$ cat config.mk
export PLATFORM = sky130hd
export DESIGN_NAME = clr_walk
export DESIGN_NICKNAME = d
export VERILOG_FILES = /design/src/design/clr_pkg.sv /design/src/design/clr_walk.sv
export SDC_FILE = /design/constraint.sdc
export NUM_CORES = 1
export LEC_CHECK = 0
export ABC_AREA = 1
export BUFFER_PORTS_ARGS = -buffer_cell sky130_fd_sc_hd__buf_2
export CORE_MARGIN = 2
export CORE_UTILIZATION = 25
export CTS_CLUSTER_DIAMETER = 60
export CTS_CLUSTER_SIZE = 20
export DETAILED_ROUTE_END_ITERATION = 10
export GPL_ROUTABILITY_DRIVEN = 0
export HOLD_SLACK_MARGIN = 0.03
export PLACE_DENSITY = 0.48
export SLEW_MARGIN = 20
export SYNTH_ARGS = -nofsm -noshare
export SYNTH_HDL_FRONTEND = slang
export SYNTH_SLANG_ARGS = --single-unit
$ cat constraint.sdc
create_clock -name clk -period 3.8 [get_ports clk]
set_input_delay 0.76 -clock clk [delete_from_list [all_inputs] [get_ports clk]]
set_output_delay 0.76 -clock clk [all_outputs]
set_load 0.05 [all_outputs]
$ cat src/design/clr_pkg.sv
package clr_pkg;

	localparam int SCREEN_PIXELS = 160;
	localparam int STORE_BYTES   = 6400;
	localparam int ROW_BYTES     = 40;
	localparam int COORD_W       = 12;
	localparam int ADDR_W        = 13;
	localparam int COUNT_W       = 13;
	localparam int SPAN_W        = 12;
	localparam int ERR_W         = 14;
	localparam int PIX_W         = $clog2(SCREEN_PIXELS);
	localparam int IDX_W         =
		$clog2((SCREEN_PIXELS - 1) * ROW_BYTES + (SCREEN_PIXELS - 1) / 4 + 1);

	localparam logic [1:0] PIXEL_MASK  = 2'h3;
	localparam logic [1:0] COLOR_RESET = 2'd3;

	typedef enum logic [2:0] {
		ST_CLEAR,
		ST_IDLE,
		ST_SETUP,
		ST_WALK,
		ST_MERGE,
		ST_CAPTURE,
		ST_DONE
	} state_t;

	typedef enum logic {
		CMD_DRAW = 1'b0,
		CMD_READ = 1'b1
	} cmd_t;

	typedef struct packed {
		logic load;
		logic setup;
		logic advance;
	} walk_ctrl_t;

	typedef struct packed {
		logic              visible;
		logic              last;
		logic [ADDR_W-1:0] addr;
		logic [1:0]        lane;
	} pix_t;

	function automatic logic [7:0] merge_pixel(logic [7:0] pixels, logic [1:0] lane,
			logic [1:0] color);
		logic [7:0] mask;
		logic [7:0] value;
		mask  = 8'(PIXEL_MASK) << {lane, 1'b0};
		value = 8'(color & PIXEL_MASK) << {lane, 1'b0};
		return (pixels & ~mask) | value;
	endfunction

endpackage

$ cat src/design/clr_walk.sv
module clr_walk (
	input  logic                                clk,
	input  clr_pkg::walk_ctrl_t                 ctrl,
	input  logic signed [clr_pkg::COORD_W-1:0]  start_x,
	input  logic signed [clr_pkg::COORD_W-1:0]  start_y,
	input  logic signed [clr_pkg::COORD_W-1:0]  end_x,
	input  logic signed [clr_pkg::COORD_W-1:0]  end_y,
	output clr_pkg::pix_t                       pix
);

	logic signed [clr_pkg::COORD_W:0]   diff_x;
	logic signed [clr_pkg::COORD_W:0]   diff_y;
	logic        [clr_pkg::SPAN_W-1:0]  adx;
	logic        [clr_pkg::SPAN_W-1:0]  ady;
	logic                               steep;

	logic                               steep_q;
	logic signed [clr_pkg::COORD_W-1:0] ax_q;
	logic signed [clr_pkg::COORD_W-1:0] ay_q;
	logic signed [clr_pkg::COORD_W-1:0] bx_q;
	logic signed [clr_pkg::COORD_W-1:0] by_q;
	logic        [clr_pkg::SPAN_W-1:0]  dx_q;
	logic        [clr_pkg::SPAN_W-1:0]  dy_q;

	logic                               swap;
	logic signed [clr_pkg::COORD_W-1:0] x_q;
	logic signed [clr_pkg::COORD_W-1:0] xend_q;
	logic signed [clr_pkg::COORD_W-1:0] y_q;
	logic                               up_q;
	logic signed [clr_pkg::ERR_W-1:0]   err_q;
	logic signed [clr_pkg::ERR_W-1:0]   wrap_q;

	logic signed [clr_pkg::ERR_W-1:0]   err_sub;
	logic signed [clr_pkg::ERR_W-1:0]   err_wrap;

	logic signed [clr_pkg::COORD_W-1:0] px;
	logic signed [clr_pkg::COORD_W-1:0] py;
	logic                               on_x;
	logic                               on_y;
	logic        [clr_pkg::IDX_W-1:0]   idx;

	always_comb begin
		diff_x = {start_x[clr_pkg::COORD_W-1], start_x} - {end_x[clr_pkg::COORD_W-1], end_x};
		diff_y = {start_y[clr_pkg::COORD_W-1], start_y} - {end_y[clr_pkg::COORD_W-1], end_y};
		adx    = diff_x[clr_pkg::COORD_W] ? clr_pkg::SPAN_W'(-diff_x)
		                                  : clr_pkg::SPAN_W'(diff_x);
		ady    = diff_y[clr_pkg::COORD_W] ? clr_pkg::SPAN_W'(-diff_y)
		                                  : clr_pkg::SPAN_W'(diff_y);
		steep  = adx < ady;
	end

	always_ff @(posedge clk) begin
		if (ctrl.load) begin
			steep_q <= steep;
			ax_q    <= steep ? start_y : start_x;
			ay_q    <= steep ? start_x : start_y;
			bx_q    <= steep ? end_y : end_x;
			by_q    <= steep ? end_x : end_y;
			dx_q    <= steep ? ady : adx;
			dy_q    <= steep ? adx : ady;
		end
	end

	assign swap     = ax_q > bx_q;
	assign err_sub  = err_q - $signed({2'b00, dy_q});
	assign err_wrap = err_q + wrap_q;

	always_ff @(posedge clk) begin
		if (ctrl.setup) begin
			x_q    <= swap ? bx_q : ax_q;
			xend_q <= swap ? ax_q : bx_q;
			y_q    <= swap ? by_q : ay_q;
			up_q   <= swap ? (by_q < ay_q) : (ay_q < by_q);
			err_q  <= $signed({2'b00, dx_q >> 1});
			wrap_q <= $signed({2'b00, dx_q}) - $signed({2'b00, dy_q});
		end else if (ctrl.advance) begin
			x_q <= x_q + clr_pkg::COORD_W'(1);
			if (err_sub[clr_pkg::ERR_W-1]) begin
				y_q   <= up_q ? y_q + clr_pkg::COORD_W'(1) : y_q - clr_pkg::COORD_W'(1);
				err_q <= err_wrap;
			end else begin
				err_q <= err_sub;
			end
		end
	end

	always_comb begin
		px   = steep_q ? y_q : x_q;
		py   = steep_q ? x_q : y_q;
		on_x = !px[clr_pkg::COORD_W-1] &&
		       ($unsigned(px) < clr_pkg::COORD_W'(clr_pkg::SCREEN_PIXELS));
		on_y = !py[clr_pkg::COORD_W-1] &&
		       ($unsigned(py) < clr_pkg::COORD_W'(clr_pkg::SCREEN_PIXELS));
		idx  = clr_pkg::IDX_W'(py[clr_pkg::PIX_W-1:0]) * clr_pkg::IDX_W'(clr_pkg::ROW_BYTES) +
		       (clr_pkg::IDX_W'(px[clr_pkg::PIX_W-1:0]) >> 2);
		pix.visible = on_x && on_y && (32'(idx) < 32'(clr_pkg::STORE_BYTES));
		pix.last    = x_q == xend_q;
		pix.addr    = clr_pkg::ADDR_W'(idx);
		pix.lane    = px[1:0];
	end

endmodule

Yosys cells after proc, flatten, opt, wreduce, memory -nomap -nowiden. Cells that the tools add are included.

Multiplexer cells: 23. $lt $le $gt $ge: 7. Eq/ne operators: 1. $add $sub $neg: 11. Reductions and logical operators: 9. Multipliers: 1.

Operator list (number): $mux 12 (19); $sub 12x12->13 (3); $lt 12x12->1 (3); $add 12x2->12 const B (2); $lt 12x8->1 const B (2); $neg 12->12 (2); $mux 11 (2); $add 14x14->14 (1); $mux 14 (1); $sub 14x13->14 (1); $add 13x6->13 (1); $lt 13x13->1 const B (1); $eq 12x12->1 (1); $gt 12x12->1 (1); $sub 12x2->12 const B (1); $mul 8x3->10 const B (1); $logic_and 1x1->1 (4); $reduce_bool 2->1 (2); $logic_not 1->1 (2); $reduce_and 2->1 (1); $mux 1 (1).

Flip-flop bits (word level): 138. Logic and storage cells: 66.

Logic depth before layout (Yosys ltp). Gate-level depths: netlist of the first run.

Depth after elaboration: 5. Mapped depth: 27. Gate-level depth less buffers: 25.

Worst setup path before layout of the first run. No wires, ideal clock.

Path type: flip-flop to output port. Start point: register steep_q. End point: output pix[16] in the netlist's numbering. Required time: 3.040 ns. Path slack: -0.909 ns. Cell stages (with the launch flop): 16. Arrival time: 3.949 ns. Path through: edfxtp_1 clkbuf_1 clkbuf_1 o21ai_0 inv_1 ha_1 ha_1 inv_1 fa_1 xnor2_1 nand3_1 nor3_1 xor2_1 nand2_1 nor2_1 nor2_1.

RTL lines: start: declaration (line clr_walk.sv:17) `logic steep_q;`; start signal: assignment (line clr_walk.sv:54) `steep_q <= steep;`; end: declaration (line clr_walk.sv:8) `output clr_pkg::pix_t pix`.

==> run_results.csv, run 1 <==
group,metric,value,unit
status,status,"finished with violations",
status,violations,"setup timing",
setup_path,path_class,"reg2out",
drt,avgRoutedWirePerCell,15.2,um
grt,grt_pass1_wl,59.1,mm
die,fp-row-count,81,
timing,skew,0.0128,ns
flow_run,maxCapViolCount,0,
setup_path,worstPathMaxFanout,32,
layout,layout_commonest_cell,"nand2_1",
grt,grt_max_degree,74,
setup_path,cp-start-kind,"flop",
cts,clock-root-buffer,"clkbuf_16",
min_path,hold_class,"reg2reg",
placed_design,pre_cts_ws,-0.558,ns
setup_path,endpoint_kind,"output port",
timing,hold_viol_final,0,
grt,grt_overflow,0,
synthesis,ys.flop_type,"edfxtp_1",
cts,tritoncts,"yes",
layout,diodes,0,
die,core_area,0.0490,mm2
timing,max_freq,245,MHz
layout,area_delta_synth_final,38.7,%
cts,clock_latency,0.43,ns
grt,grt.total_usage,14.8,%
setup_path,arrival,3.31,ns
grt,antenna_found_initial,2,
drt,drc,0,
layout,final_cell_mix,"397 x nand2_1, 254 x inv_1, 197 x buf_4",
synthesis,synth_edf_count,134,
cts,path_clk_slew,0.06,ns
drt,wl,40.3,mm
die,start_util,25.4,%
timing,period_minus_slack,4.07,ns
die,design.die.area,0.0515,mm2
drt,vias,12000,
timing,setup_slack,-0.274,ns
synthesis,mappedNetlistNets,1878,
setup_path,crit_required,3.04,ns
synthesis,ys.warnings.count,0,
synthesis,synthArstFlopShare,0,%
timing,worstMarginPinSlew,1.01,ns
synthesis,yosysUniqueCellTypes,47,
cts,clock_sinks,137,
placed_design,place.port_buffers,68,
cts,ctsHoldBuffers,0,
cts,cts_buffers,17,
timing,slew_violations,0,
synthesis,netlist_area,0.0124,mm2
layout,layout-drive-gt1-share,29.0,%
drt,drt_iter0_markers,529,
die,io_pins,69,
timing,rsz0062_at_grt,"true",
timing,min_period_over_period,107,%
placed_design,dp_hpwl,30.5,mm
synthesis,synth-seq-cells,137,
drt,vias_per_cell,4.53,
cts,htreeDepth,4,
grt,grt_pass1_vias,11400,
die,die_h,227,um
cts,clock_path_buffers,2,
drt,drtPass1Iterations,5,
synthesis,synth_cells,1694,
layout,fin_util,35.2,%
timing,slew_headroom,32.5,%
synthesis,syn_area_per_cell,7.33,um2
layout,num-nets-final,2157,
die,die_x,227,um
timing,setup_violations,40,
synthesis,seq_area_frac_synth,32.9,%
drt,postRouteAntennaNets,0,
[cell type report]
class | instances | area, um2
clock buffer | 19 | 433
clock inverter | 13 | 154
fill | 5069 | 31700
inverter | 275 | 1050
multi-input combinational | 1244 | 8130
sequential | 137 | 4080
tap | 664 | 831
timing repair buffer | 298 | 2540
[metrics by stage]
| stage | setup TNS (ns) | cell area (um2) | hold WS [ns] | instances |
|---|---|---|---|---|
| after floorplan | -0.147 | 12600 | 0.451 | 1694 |
| after global placement | -32.79 | 15100 | 0.498 | 2576 |
| after detailed placement | -36.18 | 15100 | 0.509 | 2576 |
| after CTS | -0.979 | 15800 | 0.518 | 2609 |
| after global routing | -9.19 | 17200 | 0.546 | 2650 |
| final | -1.47 | 17200 | 0.518 | 2650 |
[registers in the layout, indices dropped and copies added (netlist names)]
signal and flops:
err_q 14, wrap_q 13, ax_q 12, ay_q 12
bx_q 12, by_q 12, dx_q 12, dy_q 12
x_q 12, xend_q 12, y_q 12, steep_q 1
up_q 1
[worst max-delay path, cell delays in order (launching register included)]
cell	delay, ns
edfxtp_1	0.41
buf_12	0.19
o21ai_4	0.15
inv_2	0.07
ha_4	0.27
ha_4	0.12
inv_2	0.03
fa_2	0.38
nand3b_1	0.18
nand2_1	0.08
or2_2	0.11
nand2_2	0.08
nor3_4	0.22
xor2_4	0.18
nand2_1	0.08
nor2_2	0.12
nor2_4	0.06
buf_8	0.15
[cells in the mapped netlist, drive strengths merged, types with 7 or more instances]
library cell / number / share of area (%)
ha: 124 / 12
nand2: 489 / 15
o21ai: 153 / 6.2
xnor2: 30 / 2.1
nand3: 146 / 6.0
nand3b: 10 / 0.63
xor2: 34 / 2.5
nand4: 24 / 1.2
a21oi: 81 / 3.4
edfxtp: 134 / 32
nor3: 9 / 0.40
inv: 275 / 8.3
fa: 8 / 1.3
or2: 7 / 0.35
buf: 18 / 0.91
nor2: 84 / 2.9
clkbuf: 22 / 0.67
o21bai: 8 / 0.48
[path summary, 6_finish.rpt]
kind	slack, ns	to	cells after the start	startpoint
min reg2reg	0.52	err_q[11]$_SDFFE_PP0P_	2	err_q[11]$_SDFFE_PP0P_
max reg2reg	1.01	y_q[4]$_DFFE_PP_	15	bx_q[5]$_DFFE_PP_
max	-0.27	pix[16]	17	steep_q$_DFFE_PP_
min	0.52	err_q[11]$_SDFFE_PP0P_	2	err_q[11]$_SDFFE_PP0P_
[layer usage]
layer / GRT usage, % / part of all wire (%) / vias up
met2: 24.9 / 48 / 239
met3: 2.16 / 3.6 / 45
met4: 3.90 / 2.1 / 0
met1: 19.7 / 47 / 5559
met5: 0 / 0 / -
li1: - / - / 6149
[cell families (layout without fill, tap and decap cells)]
| logic type | after synthesis | in the layout | synth area share, % |
|---|---|---|---|
| xor gates and xnor gates | 64 | 64 | 4.58 |
| and+or+nand+nor | 777 | 779 | 27.1 |
| AOI/OAI and AO/OA | 269 | 269 | 11.7 |
| buffers and inverters | 315 | 605 | 9.89 |
| DFF | 137 | 137 | 32.9 |
| adders and majority gates | 132 | 132 | 13.8 |
[repair_timing]
item / CTS / global route
setup endpoints to repair: 78 / 79
resized for setup: 28 / 289
gates cloned: 0 / 21
setup buffers: 1 / 20
pin swaps: 5 / 63
Power of run 1 is left out: the tool's default activity adds up to more than one toggle a clock period on the data nets, which glitch-free logic cannot reach.
==> run 2, diff against run 1 <==
--- a/config.mk
+++ b/config.mk
@@ -9,2 +9,3 @@
 export BUFFER_PORTS_ARGS = -buffer_cell sky130_fd_sc_hd__buf_2
+export CORE_ASPECT_RATIO = 1.5
 export CORE_MARGIN = 2
==> constraint.sdc (replaced) <==
create_clock -name clk -period 3.8 [get_ports clk]
set_input_delay 0.57 -clock clk [delete_from_list [all_inputs] [get_ports clk]]
set_output_delay 0.57 -clock clk [all_outputs]
set_load 0.05 [all_outputs]
==> run 2 against run 1 <==
Compared with the run above: maximum frequency increased by 3.7%; critical path type unchanged; global-route usage increased by 0.054 points; critical path depth increased by 1; first-iteration DRC count increased by 2.8%; die area about the same; clock skew about the same; setup slack improved by 0.15 ns; non-clock buffer count decreased by 38; the flow still finishes with violations (setup timing); worst hold slack got worse by 0.095 ns.
==> run_results.csv, run 2 (synthesized netlist as in run 1, its figures left out) <==
group,metric,value,unit
die,start_util,25.2,%
layout,num-fill-cells,5327,
layout,num-nets-final,2117,
grt,grt_pass1_vias,11800,
cts,clock_sinks,137,
grt,antenna_found_initial,2,
timing,setup_slack,-0.127,ns
setup_path,path_class,"reg2out",
setup_path,cpLargestDelayFamily,"simple AND/OR/NAND/NOR gates",
min_path,hold_class,"in2reg",
layout,regMostFlops,"err_q",
drt,vias_per_cell,4.43,
layout,layout_commonest_cell,"nand2_1",
die,core_area,0.0493,mm2
drt,wl,37.8,mm
status,status,"finished with violations",
timing,period_minus_slack,3.93,ns
setup_path,slowest_delay,0.37,ns
timing,slew_violations,0,
layout,layout-drive-gt1-share,21.8,%
layout,reg_top3,"err_q x14, wrap_q x13",
grt,grt_max_degree,76,
setup_path,worst-path-buf-inv,5,
die,design.die.area,0.0515,mm2
placed_design,dp_hpwl,31.1,mm
placed_design,place.port_buffers,68,
layout,stdcell_count,2610,
timing,hold_viol_final,0,
min_path,hp-start,"end_y[3]",
setup_path,critPathLaunch,"steep_q$_DFFE_PP_",
setup_path,crit_required,3.23,ns
die,die_x,186,um
setup_path,slowest_stage,"edfxtp_1",
timing,worstMarginPinSlew,0.794,ns
cts,cts_buffers,17,
drt,avgRoutedWirePerCell,14.5,um
grt,grt.total_usage,14.8,%
cts,clock_path_buffers,2,
timing,rsz0062_at_grt,"true",
layout,area_delta_synth_final,29.8,%
cts,ctsHoldBuffers,0,
timing,min_period_over_period,103,%
grt,grt_pass1_wl,59.3,mm
timing,slew_headroom,47.1,%
cts,tritoncts,"yes",
setup_path,worstPathMaxFanout,8,
flow_run,maxCapViolCount,0,
status,violations,"setup timing",
die,io_pins,69,
drt,vias,11600,
timing,whs,0.423,ns
die,fp-row-count,100,
timing,skew,0.0127,ns
cts,htreeDepth,4,
layout,largest_reg_flops,14,
timing,setup_violations,3,
cts,path_clk_slew,0.07,ns
drt,drt_iter0_markers,544,
setup_path,r2r-start,"err_q[2]$_DFFE_PP_",
setup_path,cp-start-kind,"flop",
drt,drtPass1Iterations,5,
die,die_h,277,um
cts,clock_latency,0.44,ns
setup_path,arrival,3.36,ns
grt,grt_overflow,0,
timing,max_freq,255,MHz
placed_design,placed_cells_incl_taps,2555,
drt,drc,0,
setup_path,endpoint_kind,"output port",
drt,postRouteAntennaNets,0,
setup_path,path_cells,"buf_6 > buf_16 > o21ai_4 > inv_2 > ha_4 > ha_4 > inv_2 > fa_2 > nand3b_1 > nand2_2 > or2_4 > nand2_4 > nor3_4 > xor2_4 > nand2_1 > nor2_2 > nor2_4 > buf_8",
cts,clock-root-buffer,"clkbuf_16",
layout,final_cell_mix,"455 x nand2_1, 257 x inv_1, 174 x buf_4",
-- run 2: final timing paths --
kind	endpoint	slack (ns)	depth (start not counted)
min reg2reg	err_q[11]$_SDFFE_PP0P_	0.51	2
max reg2reg	err_q[8]$_DFFE_PP_	1.11	13
max	pix[16]	-0.13	18
min	by_q[3]$_DFFE_PP_	0.42	3
-- run 2: metal layers --
layer	global-route usage, %	share of wire, %	up-vias
li1	-	-	6065
met1	15.8	39	5232
met2	28.8	54	199
met3	1.92	2.6	73
met4	5.88	4.3	2
met5	0	0.019	-
-- run 2: final cells by class --
class / count / area, um2 / area share [%]
diodes: 1 / 2.50 / 0.0155
clock buffers: 17 / 425 / 2.64
clock inverters: 15 / 165 / 1.02
inverters: 275 / 1030 / 6.42
multi-input cells: 1242 / 7500 / 46.5
flip-flops and latches: 137 / 4080 / 25.3
well taps: 663 / 830 / 5.15
repair buffers: 260 / 2080 / 12.9
-- run 2: tightest hold or removal path: stages --
cell     delay, ns
buf_2         0.09
nand2_1       0.04
o21ai_0       0.06
-- run 2: metrics by stage --
stage	setup TNS (ns)	utilization [%]	worst slack, ns	area [um2]
2_1_floorplan	0	-	0.00843	12500
3_3_place_gp	-22.67	30.1	-0.363	14900
3_5_place_dp	-22.84	30.1	-0.388	14900
4_1_cts	-0.484	31.7	-0.221	15600
5_1_grt	-1.17	32.7	-0.379	16100
6_report	-0.187	32.7	-0.127	16100
-- run 2: what timing repair did --
| action | CTS | global route |
|---|---|---|
| pin swaps | 3 | 34 |
| buffers inserted | 4 | 12 |
| gates cloned | 2 | 5 |
| setup endpoints to repair | 5 | 78 |
| gates resized for setup | 26 | 83 |
Power of run 2 is left out for the same reason.
